$ cat src/pole_pkg.sv
// ----------------------------------------------------------------------------
// pole_pkg
// Shared types and constants for the positional ordered list engine.
// ----------------------------------------------------------------------------
`default_nettype none

package pole_pkg;

    localparam int POS_W          = 7;
    localparam int VAL_W          = 32;
    localparam int LEN_W          = 7;
    localparam int CAPACITY_DEF   = 64;
    localparam int DATA_WIDTH_DEF = 32;

    typedef enum logic [1:0] {
        MODE_APPEND = 2'd0,
        MODE_INSERT = 2'd1,
        MODE_DELETE = 2'd2,
        MODE_READ   = 2'd3
    } mode_t;

    typedef struct packed {
        logic                    success;
        logic signed [VAL_W-1:0] read_value;
        logic [LEN_W-1:0]        length;
    } rsp_t;

endpackage

`default_nettype wire

$ cat src/pole_req_if.sv
// ----------------------------------------------------------------------------
// pole_req_if
// Request channel: valid/ready handshake with mode, position and value.
// ----------------------------------------------------------------------------
`default_nettype none

interface pole_req_if;

    logic                              valid;
    logic                              ready;
    pole_pkg::mode_t                   mode;
    logic [pole_pkg::POS_W-1:0]        position;
    logic signed [pole_pkg::VAL_W-1:0] value;

    modport source (output valid, output mode, output position, output value, input ready);
    modport sink   (input valid, input mode, input position, input value, output ready);

endinterface

`default_nettype wire

$ cat src/pole_rsp_if.sv
// ----------------------------------------------------------------------------
// pole_rsp_if
// Response channel: valid/ready handshake with success, read value, length.
// ----------------------------------------------------------------------------
`default_nettype none

interface pole_rsp_if;

    logic                              valid;
    logic                              ready;
    logic                              success;
    logic signed [pole_pkg::VAL_W-1:0] read_value;
    logic [pole_pkg::LEN_W-1:0]        length;

    modport source (output valid, output success, output read_value, output length, input ready);
    modport sink   (input valid, input success, input read_value, input length, output ready);

endinterface

`default_nettype wire

$ cat src/pole_ram.sv
// ----------------------------------------------------------------------------
// pole_ram
// Generic simple dual-port RAM: one write port, one registered read port.
// ----------------------------------------------------------------------------
`default_nettype none

module pole_ram #(
    parameter int WIDTH = 32,
    parameter int DEPTH = 64
) (
    input  wire logic                     clk,
    input  wire logic                     we,
    input  wire logic [$clog2(DEPTH)-1:0] waddr,
    input  wire logic [WIDTH-1:0]         wdata,
    input  wire logic [$clog2(DEPTH)-1:0] raddr,
    output logic      [WIDTH-1:0]         rdata
);

    logic [WIDTH-1:0] mem [DEPTH];

    always_ff @(posedge clk)
    begin
        if (we)
        begin
            mem[waddr] <= wdata;
        end
        rdata <= mem[raddr];
    end

endmodule

`default_nettype wire

$ cat src/pole_seq.sv
// ----------------------------------------------------------------------------
// pole_seq
// Request sequencer: decodes a request, shifts entries through the RAM with a
// one-deep read/write-back pipeline, and produces the result.
// ----------------------------------------------------------------------------
`default_nettype none

module pole_seq #(
    parameter int CAPACITY   = pole_pkg::CAPACITY_DEF,
    parameter int DATA_WIDTH = pole_pkg::DATA_WIDTH_DEF,
    localparam int AW        = $clog2(CAPACITY),
    localparam int CW        = $clog2(CAPACITY + 1)
) (
    input  wire logic                  clk,
    input  wire logic                  rst_n,
    pole_req_if.sink                   req,
    output logic                       res_valid,
    input  wire logic                  res_ready,
    output pole_pkg::rsp_t             res,
    output logic                       mem_we,
    output logic [AW-1:0]              mem_waddr,
    output logic [DATA_WIDTH-1:0]      mem_wdata,
    output logic [AW-1:0]              mem_raddr,
    input  wire logic [DATA_WIDTH-1:0] mem_rdata
);

    localparam int CMPW = ((CW > pole_pkg::POS_W) ? CW : pole_pkg::POS_W) + 1;

    typedef enum logic [4:0] {
        S_IDLE  = 5'b00001,
        S_SHIFT = 5'b00010,
        S_DRAIN = 5'b00100,
        S_PLACE = 5'b01000,
        S_DONE  = 5'b10000
    } state_t;

    state_t                      state_reg, state_next;
    logic [CW-1:0]               count_reg, count_next;
    logic                        wb_valid_reg, wb_valid_next;
    pole_pkg::mode_t             mode_reg, mode_next;
    logic                        dir_up_reg, dir_up_next;
    logic [AW-1:0]               rd_addr_reg, rd_addr_next;
    logic [AW-1:0]               wb_addr_reg, wb_addr_next;
    logic [AW-1:0]               place_addr_reg, place_addr_next;
    logic [CW-1:0]               remain_reg, remain_next;
    logic [DATA_WIDTH-1:0]       val_reg, val_next;
    logic                        ok_reg, ok_next;
    logic [pole_pkg::VAL_W-1:0]  rdv_reg, rdv_next;

    logic [CMPW-1:0]       pos_c;
    logic [CMPW-1:0]       cnt_c;
    logic                  not_full;
    logic                  pos_nz;
    logic                  in_list;
    logic                  ins_ok;
    logic [AW-1:0]         req_addr;
    logic [CW-1:0]         ins_moves;
    logic [CW-1:0]         del_moves;
    logic [DATA_WIDTH-1:0] store_val;

    // request decode
    assign pos_c     = CMPW'(req.position);
    assign cnt_c     = CMPW'(count_reg);
    assign not_full  = count_reg < CW'(CAPACITY);
    assign pos_nz    = req.position != '0;
    assign in_list   = pos_nz && (pos_c <= cnt_c);
    assign ins_ok    = not_full && pos_nz && (pos_c <= cnt_c + CMPW'(1));
    assign req_addr  = AW'(pos_c - CMPW'(1));
    assign ins_moves = CW'(cnt_c + CMPW'(1) - pos_c);
    assign del_moves = CW'(cnt_c - pos_c);
    assign store_val = DATA_WIDTH'(req.value);

    assign req.ready      = state_reg == S_IDLE;
    assign res_valid      = state_reg == S_DONE;
    assign res.success    = ok_reg;
    assign res.read_value = rdv_reg;
    assign res.length     = pole_pkg::LEN_W'(count_reg);

    always_comb
    begin
        state_next      = state_reg;
        count_next      = count_reg;
        wb_valid_next   = wb_valid_reg;
        mode_next       = mode_reg;
        dir_up_next     = dir_up_reg;
        rd_addr_next    = rd_addr_reg;
        wb_addr_next    = wb_addr_reg;
        place_addr_next = place_addr_reg;
        remain_next     = remain_reg;
        val_next        = val_reg;
        ok_next         = ok_reg;
        rdv_next        = rdv_reg;
        mem_we          = 1'b0;
        mem_waddr       = wb_addr_reg;
        mem_wdata       = mem_rdata;
        mem_raddr       = rd_addr_reg;

        unique case (state_reg)
            S_IDLE:
            begin
                if (req.valid)
                begin
                    mode_next       = req.mode;
                    val_next        = store_val;
                    place_addr_next = req_addr;
                    ok_next         = 1'b0;
                    rdv_next        = '0;
                    wb_valid_next   = 1'b0;
                    state_next      = S_DONE;
                    unique case (req.mode)
                        pole_pkg::MODE_APPEND:
                        begin
                            if (not_full)
                            begin
                                mem_we     = 1'b1;
                                mem_waddr  = AW'(count_reg);
                                mem_wdata  = store_val;
                                count_next = count_reg + CW'(1);
                                ok_next    = 1'b1;
                            end
                        end
                        pole_pkg::MODE_INSERT:
                        begin
                            if (ins_ok)
                            begin
                                ok_next    = 1'b1;
                                count_next = count_reg + CW'(1);
                                if (ins_moves == '0)
                                begin
                                    mem_we    = 1'b1;
                                    mem_waddr = req_addr;
                                    mem_wdata = store_val;
                                end
                                else
                                begin
                                    rd_addr_next = AW'(count_reg - CW'(1));
                                    remain_next  = ins_moves;
                                    dir_up_next  = 1'b0;
                                    state_next   = S_SHIFT;
                                end
                            end
                        end
                        pole_pkg::MODE_DELETE:
                        begin
                            if (in_list)
                            begin
                                ok_next    = 1'b1;
                                count_next = count_reg - CW'(1);
                                if (del_moves != '0)
                                begin
                                    rd_addr_next = AW'(pos_c);
                                    remain_next  = del_moves;
                                    dir_up_next  = 1'b1;
                                    state_next   = S_SHIFT;
                                end
                            end
                        end
                        pole_pkg::MODE_READ:
                        begin
                            if (in_list)
                            begin
                                ok_next    = 1'b1;
                                mem_raddr  = req_addr;
                                state_next = S_DRAIN;
                            end
                        end
                        default:
                        begin
                            state_next = S_DONE;
                        end
                    endcase
                end
            end
            S_SHIFT:
            begin
                // read the next source while writing back the previous one
                mem_we        = wb_valid_reg;
                wb_valid_next = 1'b1;
                wb_addr_next  = dir_up_reg ? rd_addr_reg - AW'(1) : rd_addr_reg + AW'(1);
                rd_addr_next  = dir_up_reg ? rd_addr_reg + AW'(1) : rd_addr_reg - AW'(1);
                remain_next   = remain_reg - CW'(1);
                if (remain_reg == CW'(1))
                begin
                    state_next = S_DRAIN;
                end
            end
            S_DRAIN:
            begin
                mem_we        = wb_valid_reg;
                wb_valid_next = 1'b0;
                if (mode_reg == pole_pkg::MODE_READ)
                begin
                    rdv_next = pole_pkg::VAL_W'($signed(mem_rdata));
                end
                state_next = (mode_reg == pole_pkg::MODE_INSERT) ? S_PLACE : S_DONE;
            end
            S_PLACE:
            begin
                mem_we     = 1'b1;
                mem_waddr  = place_addr_reg;
                mem_wdata  = val_reg;
                state_next = S_DONE;
            end
            S_DONE:
            begin
                if (res_ready)
                begin
                    state_next = S_IDLE;
                end
            end
            default:
            begin
                state_next = S_IDLE;
            end
        endcase
    end

    always_ff @(posedge clk or negedge rst_n)
    begin
        if (!rst_n)
        begin
            state_reg    <= S_IDLE;
            count_reg    <= '0;
            wb_valid_reg <= 1'b0;
        end
        else
        begin
            state_reg    <= state_next;
            count_reg    <= count_next;
            wb_valid_reg <= wb_valid_next;
        end
    end

    always_ff @(posedge clk)
    begin
        mode_reg       <= mode_next;
        dir_up_reg     <= dir_up_next;
        rd_addr_reg    <= rd_addr_next;
        wb_addr_reg    <= wb_addr_next;
        place_addr_reg <= place_addr_next;
        remain_reg     <= remain_next;
        val_reg        <= val_next;
        ok_reg         <= ok_next;
        rdv_reg        <= rdv_next;
    end

endmodule

`default_nettype wire

$ cat src/pole_out.sv
// ----------------------------------------------------------------------------
// pole_out
// Output register stage for results, decoupling the sequencer from the sink.
// ----------------------------------------------------------------------------
`default_nettype none

module pole_out (
    input  wire logic            clk,
    input  wire logic            rst_n,
    input  wire logic            res_valid,
    output logic                 res_ready,
    input  wire pole_pkg::rsp_t  res,
    pole_rsp_if.source           rsp
);

    logic           valid_reg;
    pole_pkg::rsp_t data_reg;

    assign res_ready      = !valid_reg || rsp.ready;
    assign rsp.valid      = valid_reg;
    assign rsp.success    = data_reg.success;
    assign rsp.read_value = data_reg.read_value;
    assign rsp.length     = data_reg.length;

    always_ff @(posedge clk or negedge rst_n)
    begin
        if (!rst_n)
        begin
            valid_reg <= 1'b0;
        end
        else if (res_ready)
        begin
            valid_reg <= res_valid;
        end
    end

    always_ff @(posedge clk)
    begin
        if (res_valid && res_ready)
        begin
            data_reg <= res;
        end
    end

endmodule

`default_nettype wire

$ cat src/positional_ordered_list_engine_top.sv
// ----------------------------------------------------------------------------
// positional_ordered_list_engine_top
// Ordered list of signed values with append, positional insert, delete, read.
// ----------------------------------------------------------------------------
// The list lives in one RAM of CAPACITY entries, DATA_WIDTH bits each; the
// length is a register. Each request (mode, 1-based position, value) yields
// exactly one response (success, read_value, length after the request).
// Append, failed requests, and an insert or delete that moves no entry go
// from acceptance straight to S_DONE, where a response is offered; a read
// passes through S_DRAIN, an insert or delete that moves m > 0 entries
// through S_SHIFT and S_DRAIN, and such an insert then through S_PLACE; m
// is at most CAPACITY - 1. Shifting is paced by the single write port of
// the RAM: each moved entry costs one read and one write-back, each
// write-back overlapping the next read. One request is in progress at a
// time; a finished response sits in an output register so a new request can
// be taken while the previous response waits. Failed requests (out of
// range positions, insert or append into a full list) change nothing.
// Entries never written read back as whatever the RAM holds, but only
// positions inside the list are ever read. No clearing pass after reset.
// ----------------------------------------------------------------------------
`default_nettype none

module positional_ordered_list_engine_top #(
    parameter int CAPACITY   = pole_pkg::CAPACITY_DEF,
    parameter int DATA_WIDTH = pole_pkg::DATA_WIDTH_DEF
) (
    input  wire logic  clk,
    input  wire logic  rst_n,
    pole_req_if.sink   req,
    pole_rsp_if.source rsp
);

    localparam int AW = $clog2(CAPACITY);

    // sequencer to output stage
    logic           res_valid;
    logic           res_ready;
    pole_pkg::rsp_t res;

    // RAM port
    logic                  mem_we;
    logic [AW-1:0]         mem_waddr;
    logic [DATA_WIDTH-1:0] mem_wdata;
    logic [AW-1:0]         mem_raddr;
    logic [DATA_WIDTH-1:0] mem_rdata;

    pole_seq #(
        .CAPACITY   (CAPACITY),
        .DATA_WIDTH (DATA_WIDTH)
    ) u_seq (
        .clk       (clk),
        .rst_n     (rst_n),
        .req       (req),
        .res_valid (res_valid),
        .res_ready (res_ready),
        .res       (res),
        .mem_we    (mem_we),
        .mem_waddr (mem_waddr),
        .mem_wdata (mem_wdata),
        .mem_raddr (mem_raddr),
        .mem_rdata (mem_rdata)
    );

    // element store
    pole_ram #(
        .WIDTH (DATA_WIDTH),
        .DEPTH (CAPACITY)
    ) u_ram (
        .clk   (clk),
        .we    (mem_we),
        .waddr (mem_waddr),
        .wdata (mem_wdata),
        .raddr (mem_raddr),
        .rdata (mem_rdata)
    );

    pole_out u_out (
        .clk       (clk),
        .rst_n     (rst_n),
        .res_valid (res_valid),
        .res_ready (res_ready),
        .res       (res),
        .rsp       (rsp)
    );

endmodule

`default_nettype wire
$ cat src/flat_wrapper.sv
// flat-port wrapper written by rule: the top's interface ports become plain ports
module positional_ordered_list_engine_top_flat 
#(
    parameter int CAPACITY   = pole_pkg::CAPACITY_DEF,
    parameter int DATA_WIDTH = pole_pkg::DATA_WIDTH_DEF
)
  (clk, rst_n, req_valid, req_mode, req_position, req_value, req_ready, rsp_valid, rsp_success, rsp_read_value, rsp_length, rsp_ready);
  pole_req_if req_i ();
  pole_rsp_if rsp_i ();
  input  wire logic clk;
  input  wire logic rst_n;
  input wire logic [$bits(req_i.valid)-1:0] req_valid;
  input wire logic [$bits(req_i.mode)-1:0] req_mode;
  input wire logic [$bits(req_i.position)-1:0] req_position;
  input wire logic [$bits(req_i.value)-1:0] req_value;
  output wire logic [$bits(req_i.ready)-1:0] req_ready;
  output wire logic [$bits(rsp_i.valid)-1:0] rsp_valid;
  output wire logic [$bits(rsp_i.success)-1:0] rsp_success;
  output wire logic [$bits(rsp_i.read_value)-1:0] rsp_read_value;
  output wire logic [$bits(rsp_i.length)-1:0] rsp_length;
  input wire logic [$bits(rsp_i.ready)-1:0] rsp_ready;
  assign req_i.valid = req_valid;
  assign req_i.mode = req_mode;
  assign req_i.position = req_position;
  assign req_i.value = req_value;
  assign req_ready = req_i.ready;
  assign rsp_valid = rsp_i.valid;
  assign rsp_success = rsp_i.success;
  assign rsp_read_value = rsp_i.read_value;
  assign rsp_length = rsp_i.length;
  assign rsp_i.ready = rsp_ready;
  positional_ordered_list_engine_top #(.CAPACITY(CAPACITY), .DATA_WIDTH(DATA_WIDTH)) u_core (.clk(clk), .rst_n(rst_n), .req(req_i), .rsp(rsp_i));
endmodule
$ cat config.mk
export PLATFORM = sky130hd
export DESIGN_NAME = positional_ordered_list_engine_top_flat
export DESIGN_NICKNAME = d
export VERILOG_FILES = /design/src/pole_pkg.sv /design/src/pole_req_if.sv /design/src/pole_rsp_if.sv /design/src/pole_ram.sv /design/src/pole_seq.sv /design/src/pole_out.sv /design/src/positional_ordered_list_engine_top.sv /design/src/flat_wrapper.sv
export SDC_FILE = /design/constraint.sdc
export NUM_CORES = 2
export LEC_CHECK = 0
export CORE_ASPECT_RATIO = 0.7
export CORE_UTILIZATION = 55
export CTS_CLUSTER_DIAMETER = 100
export DETAILED_ROUTE_END_ITERATION = 6
export DONT_BUFFER_PORTS = 1
export HOLD_SLACK_MARGIN = 0.08
export PLACE_DENSITY_LB_ADDON = 0.15
export SLEW_MARGIN = 30
export SYNTH_ARGS = -nofsm -noshare
export SYNTH_HDL_FRONTEND = slang
export SYNTH_SLANG_ARGS = --single-unit
$ cat constraint.sdc
create_clock -name clk -period 6.2 [get_ports clk]
set_clock_uncertainty 0.1 [all_clocks]
set_input_delay 1.86 -clock clk [delete_from_list [all_inputs] [get_ports clk]]
set_output_delay 1.86 -clock clk [all_outputs]
set_load 0.02 [all_outputs]
==> run summary <==
Die height = 339 um
CTS tree = yes
Finished Cell Area = 104000 um^2
Setup Buffers After CTS = 0
DRC viols = 0
PortBufs = 0
Cell-internal power = 0.0294 W
CTS Buffer Depth = 3
Period utilisation layout = 0.924
Register area share after synthesis = 0.744
Row count = 123
Crit-path max cell delay = 0.59 ns
Final setup violation count = 0
Worst skew pair latency = 0.85 ns
First-pass GRT wire length = 370000 um
DR iter-0 viols = 7958
Status = finished clean
Number of flip-flops in the largest register = 2048
Achievable Freq = 0.175 GHz
Seq pwr share = 0.452
Congestion Overflow GR = 0
Vias in the first global route = 53392
Yosys warning total = 0
Adder-cell share of the synthesized area = 0.00423
Layout cells sized above 1 = 0.143
Worst hold path class = reg -> reg
Cell Chain, Critical Path = ha_1, xnor2_1, inv_1, ha_1, buf_4, o21a_1, or3_1, a221o_1, buf_4, nor4_4, buf_4, nand4_1, o311a_1, o21ai_1, nand4_2, buf_4, nor3_4, buf_12
H-tree levels = 4
Synthesized cell area = 89300 um^2
Largest family of logic cells by synthesized area = simple AND/OR/NAND/NOR gates
CTS buffer count = 199
#FFs+latches synth = 2227
Initial antenna violation count = 1
Post-synthesis compound-gate area fraction = 0.0619
Leak = 36.5 nW
Crit path time final = 5.73 ns
Mux cell area share after synthesis = 0.0401
Synthesized instance count = 6433
Top Ports = 87
MaxCap Viol Count = 0
Post-Synth Simple-Gate Area = 0.124
Startpoint Class = flop
Unrepaired setup endpoints after global routing = false
Initial Util = 0.555
Largest net degree at the start of global routing = 77
Switch Pwr = 0.0139 W
Clock share of power = 0.290
Syn_nets = 6507
Primary FF master, synth = edfxtp_1
Distinct cells, synth = 81
Die ar. = 164000 um^2
All-layer global routing usage = 0.308
Core ar. = 161000 um^2
Slew HR = 0.383
Synth-to-Final Area Change = 16.4%
DP Area = 97300 um^2
FFs w/ async S/R, synth = 0.00629
GP Congestion = 0.904
Logic pwr share = 0.258
Clock-pin transition on the worst setup and hold timing paths = 0.06 ns
Crit. End Element = flop
Antenna viol nets, final = 0
Syn Area/Cell = 13.9 um^2
Hold buffers post-CTS = 0
Detailed Place HPWL = 159000 um
Layout Nets = 6786
CTS sink cnt = 2227
CP required = 6.60 ns
Crit path max fanout = 32
EDFF count, synth = 2181
Most frequent CP cell = buf_4
Vias per std cell = 6.31
Number of hold violations in the final report = 0
Post-layout util = 0.646
DR vias = 56914
Power, Total = 0.0432 W
Worst path slowest cell = dfrtp_1
DR WL/cell = 27.9 um
Largest Register = u_core.u_ram.mem
Xor-xnor portion of the synthesized cell area = 0.00343
Peak supply drop = 369 uV
Drt pass-1 iters = 7
Final Max Tran Viols = 0
Arrival time worst endpoint = 6.13 ns
Root Driver = clkbuf_16
Die width = 484 um
Sw Ratio = 0.321
Measured slew at the worst slew-check pin = 0.919 ns
Pwr dens = 416 nW/um^2
Post-cts sizing count = 0
Crit path kind = reg -> reg
Wirelength, routed = 252000 um
-- power by group through the flow --
| stage | Clock, W | Combinational (W) | Sequential (W) |
|---|---|---|---|
| 2_1_floorplan | 0 | 0.00565 | 0.0197 |
| 3_3_place_gp | 0 | 0.0109 | 0.0199 |
| 3_5_place_dp | 0 | 0.0110 | 0.0199 |
| 4_1_cts | 0.0126 | 0.0110 | 0.0195 |
| 5_1_grt | 0.0132 | 0.0118 | 0.0195 |
| 6_report | 0.0125 | 0.0112 | 0.0195 |
-- layout by cell type, fill, tap and decap left out, drive strengths merged, types with 14 or more instances in the layout --
cell / Yosys / routed
xnor2: 30 / 30
nor3: 220 / 220
clkbuf: 209 / 256
a31oi: 82 / 82
mux2i: 268 / 268
mux4: 38 / 38
a21boi: 29 / 29
ha: 27 / 27
buf: 189 / 476
o221a: 27 / 27
o221ai: 76 / 76
nor2: 75 / 75
nand3: 321 / 321
edfxtp: 2181 / 2181
nand4: 58 / 58
nand2: 1528 / 1528
bufinv: 0 / 19
clkinv: 0 / 84
nand2b: 14 / 14
o21ai: 212 / 212
a22oi: 47 / 47
and3: 202 / 202
or3: 15 / 15
inv: 39 / 44
and2: 33 / 33
dfxtp: 32 / 32
a21oi: 328 / 328
-- per-layer routing --
metal  vias up  wire length (um)  global-route usage
met2      3281            108000               0.434
met4         2              6990              0.0926
met5         -                11                   0
li1      24636                 -                   -
met3       366             26700              0.0523
met1     28629            111000               0.490
-- worst max-delay path: cells and delay by family (launching register included) --
family	cells	cell delay, ns
fa+ha+maj	2	0.66
xor+xnor	1	0.47
simple gates	5	1.21
buf+inv	6	1.25
flops	1	0.59
compound gates	4	1.06
-- area by class of cell --
type	count	area, um^2
clock buffers	256	5360
flip-flops and latches	2227	66500
clock inverters	120	1240
inverters	39	146
multi-input cells	3769	21800
diodes	5	12.5
well taps	2125	2660
repair buffers	476	6290
fillers	11441	57000
-- final timing paths --
path                                                        start                                        end  slack, ns  cells after the start
max reg2reg                 u_core.u_seq.count_reg[0]$_DFFE_PN0P_          u_core.u_ram.mem[2][15]$_DFFE_PP_       0.47                     18
min                        u_core.u_seq.rdv_reg[29]$_SDFFCE_PP0P_  u_core.u_out.rsp.read_value[29]$_DFFE_PP_       0.32                      0
max                         u_core.u_seq.count_reg[0]$_DFFE_PN0P_          u_core.u_ram.mem[2][15]$_DFFE_PP_       0.47                     18
min in group asynchronous                                   rst_n      u_core.u_seq.count_reg[5]$_DFFE_PN0P_       0.61                      0
min reg2reg                u_core.u_seq.rdv_reg[29]$_SDFFCE_PP0P_  u_core.u_out.rsp.read_value[29]$_DFFE_PP_       0.32                      0
max in group asynchronous                                   rst_n      u_core.u_seq.state_reg[0]$_DFFE_PN1P_       5.22                      0
-- kinds of logic after synthesis --
| family | after synthesis |
|---|---|
| AOI/OAI and AO/OA | 894 |
| xor gates and xnor gates | 35 |
| adders and majority gates | 29 |
| buffers and inverters | 437 |
| DFF | 2227 |
| muxes | 310 |
| and+or+nand+nor | 2501 |
-- synth_stat cells, types with 6 or more instances --
cell	instances	area, um^2
dfxtp_1	32	641
buf_2	113	566
edfxtp_1	2181	65500
nor2b_1	7	43.8
o21ai_0	209	1050
a21boi_0	27	203
nor3_1	219	1100
buf_6	12	135
ha_1	27	338
a21oi_1	327	1640
inv_1	37	139
nand2b_1	14	87.6
nand4_1	57	357
mux2i_1	268	2680
nor2_1	70	263
a22oi_1	47	353
and3_1	202	1260
a31oi_1	82	513
mux4_2	38	856
nand2_1	1528	5740
o22ai_1	10	62.6
dfrtp_1	13	325
o211ai_1	12	90.1
a2111oi_0	13	114
buf_1	42	158
clkbuf_1	209	785
o221ai_1	76	666
or3_1	14	87.6
nand3_1	319	1600
xnor2_1	30	263
o221a_2	27	304
buf_4	22	165
nor4_1	10	62.6
and2_1	33	206
o21a_1	6	45.0
a21o_1	10	75.1
a211oi_1	13	97.6
-- stage by stage --
step	hold WS, ns	setup WS [ns]	setup TNS (ns)	cells
2_1_floorplan	0.300	-0.433	-564.33	6433
3_3_place_gp	0.306	-0.0490	-2.40	8634
3_5_place_dp	0.306	-0.0895	-0.204	8635
4_1_cts	0.322	0.551	0	9011
5_1_grt	0.331	0.214	0	9012
6_report	0.319	0.471	0	9017
Note: power is estimated with default switching activity, not from simulation.
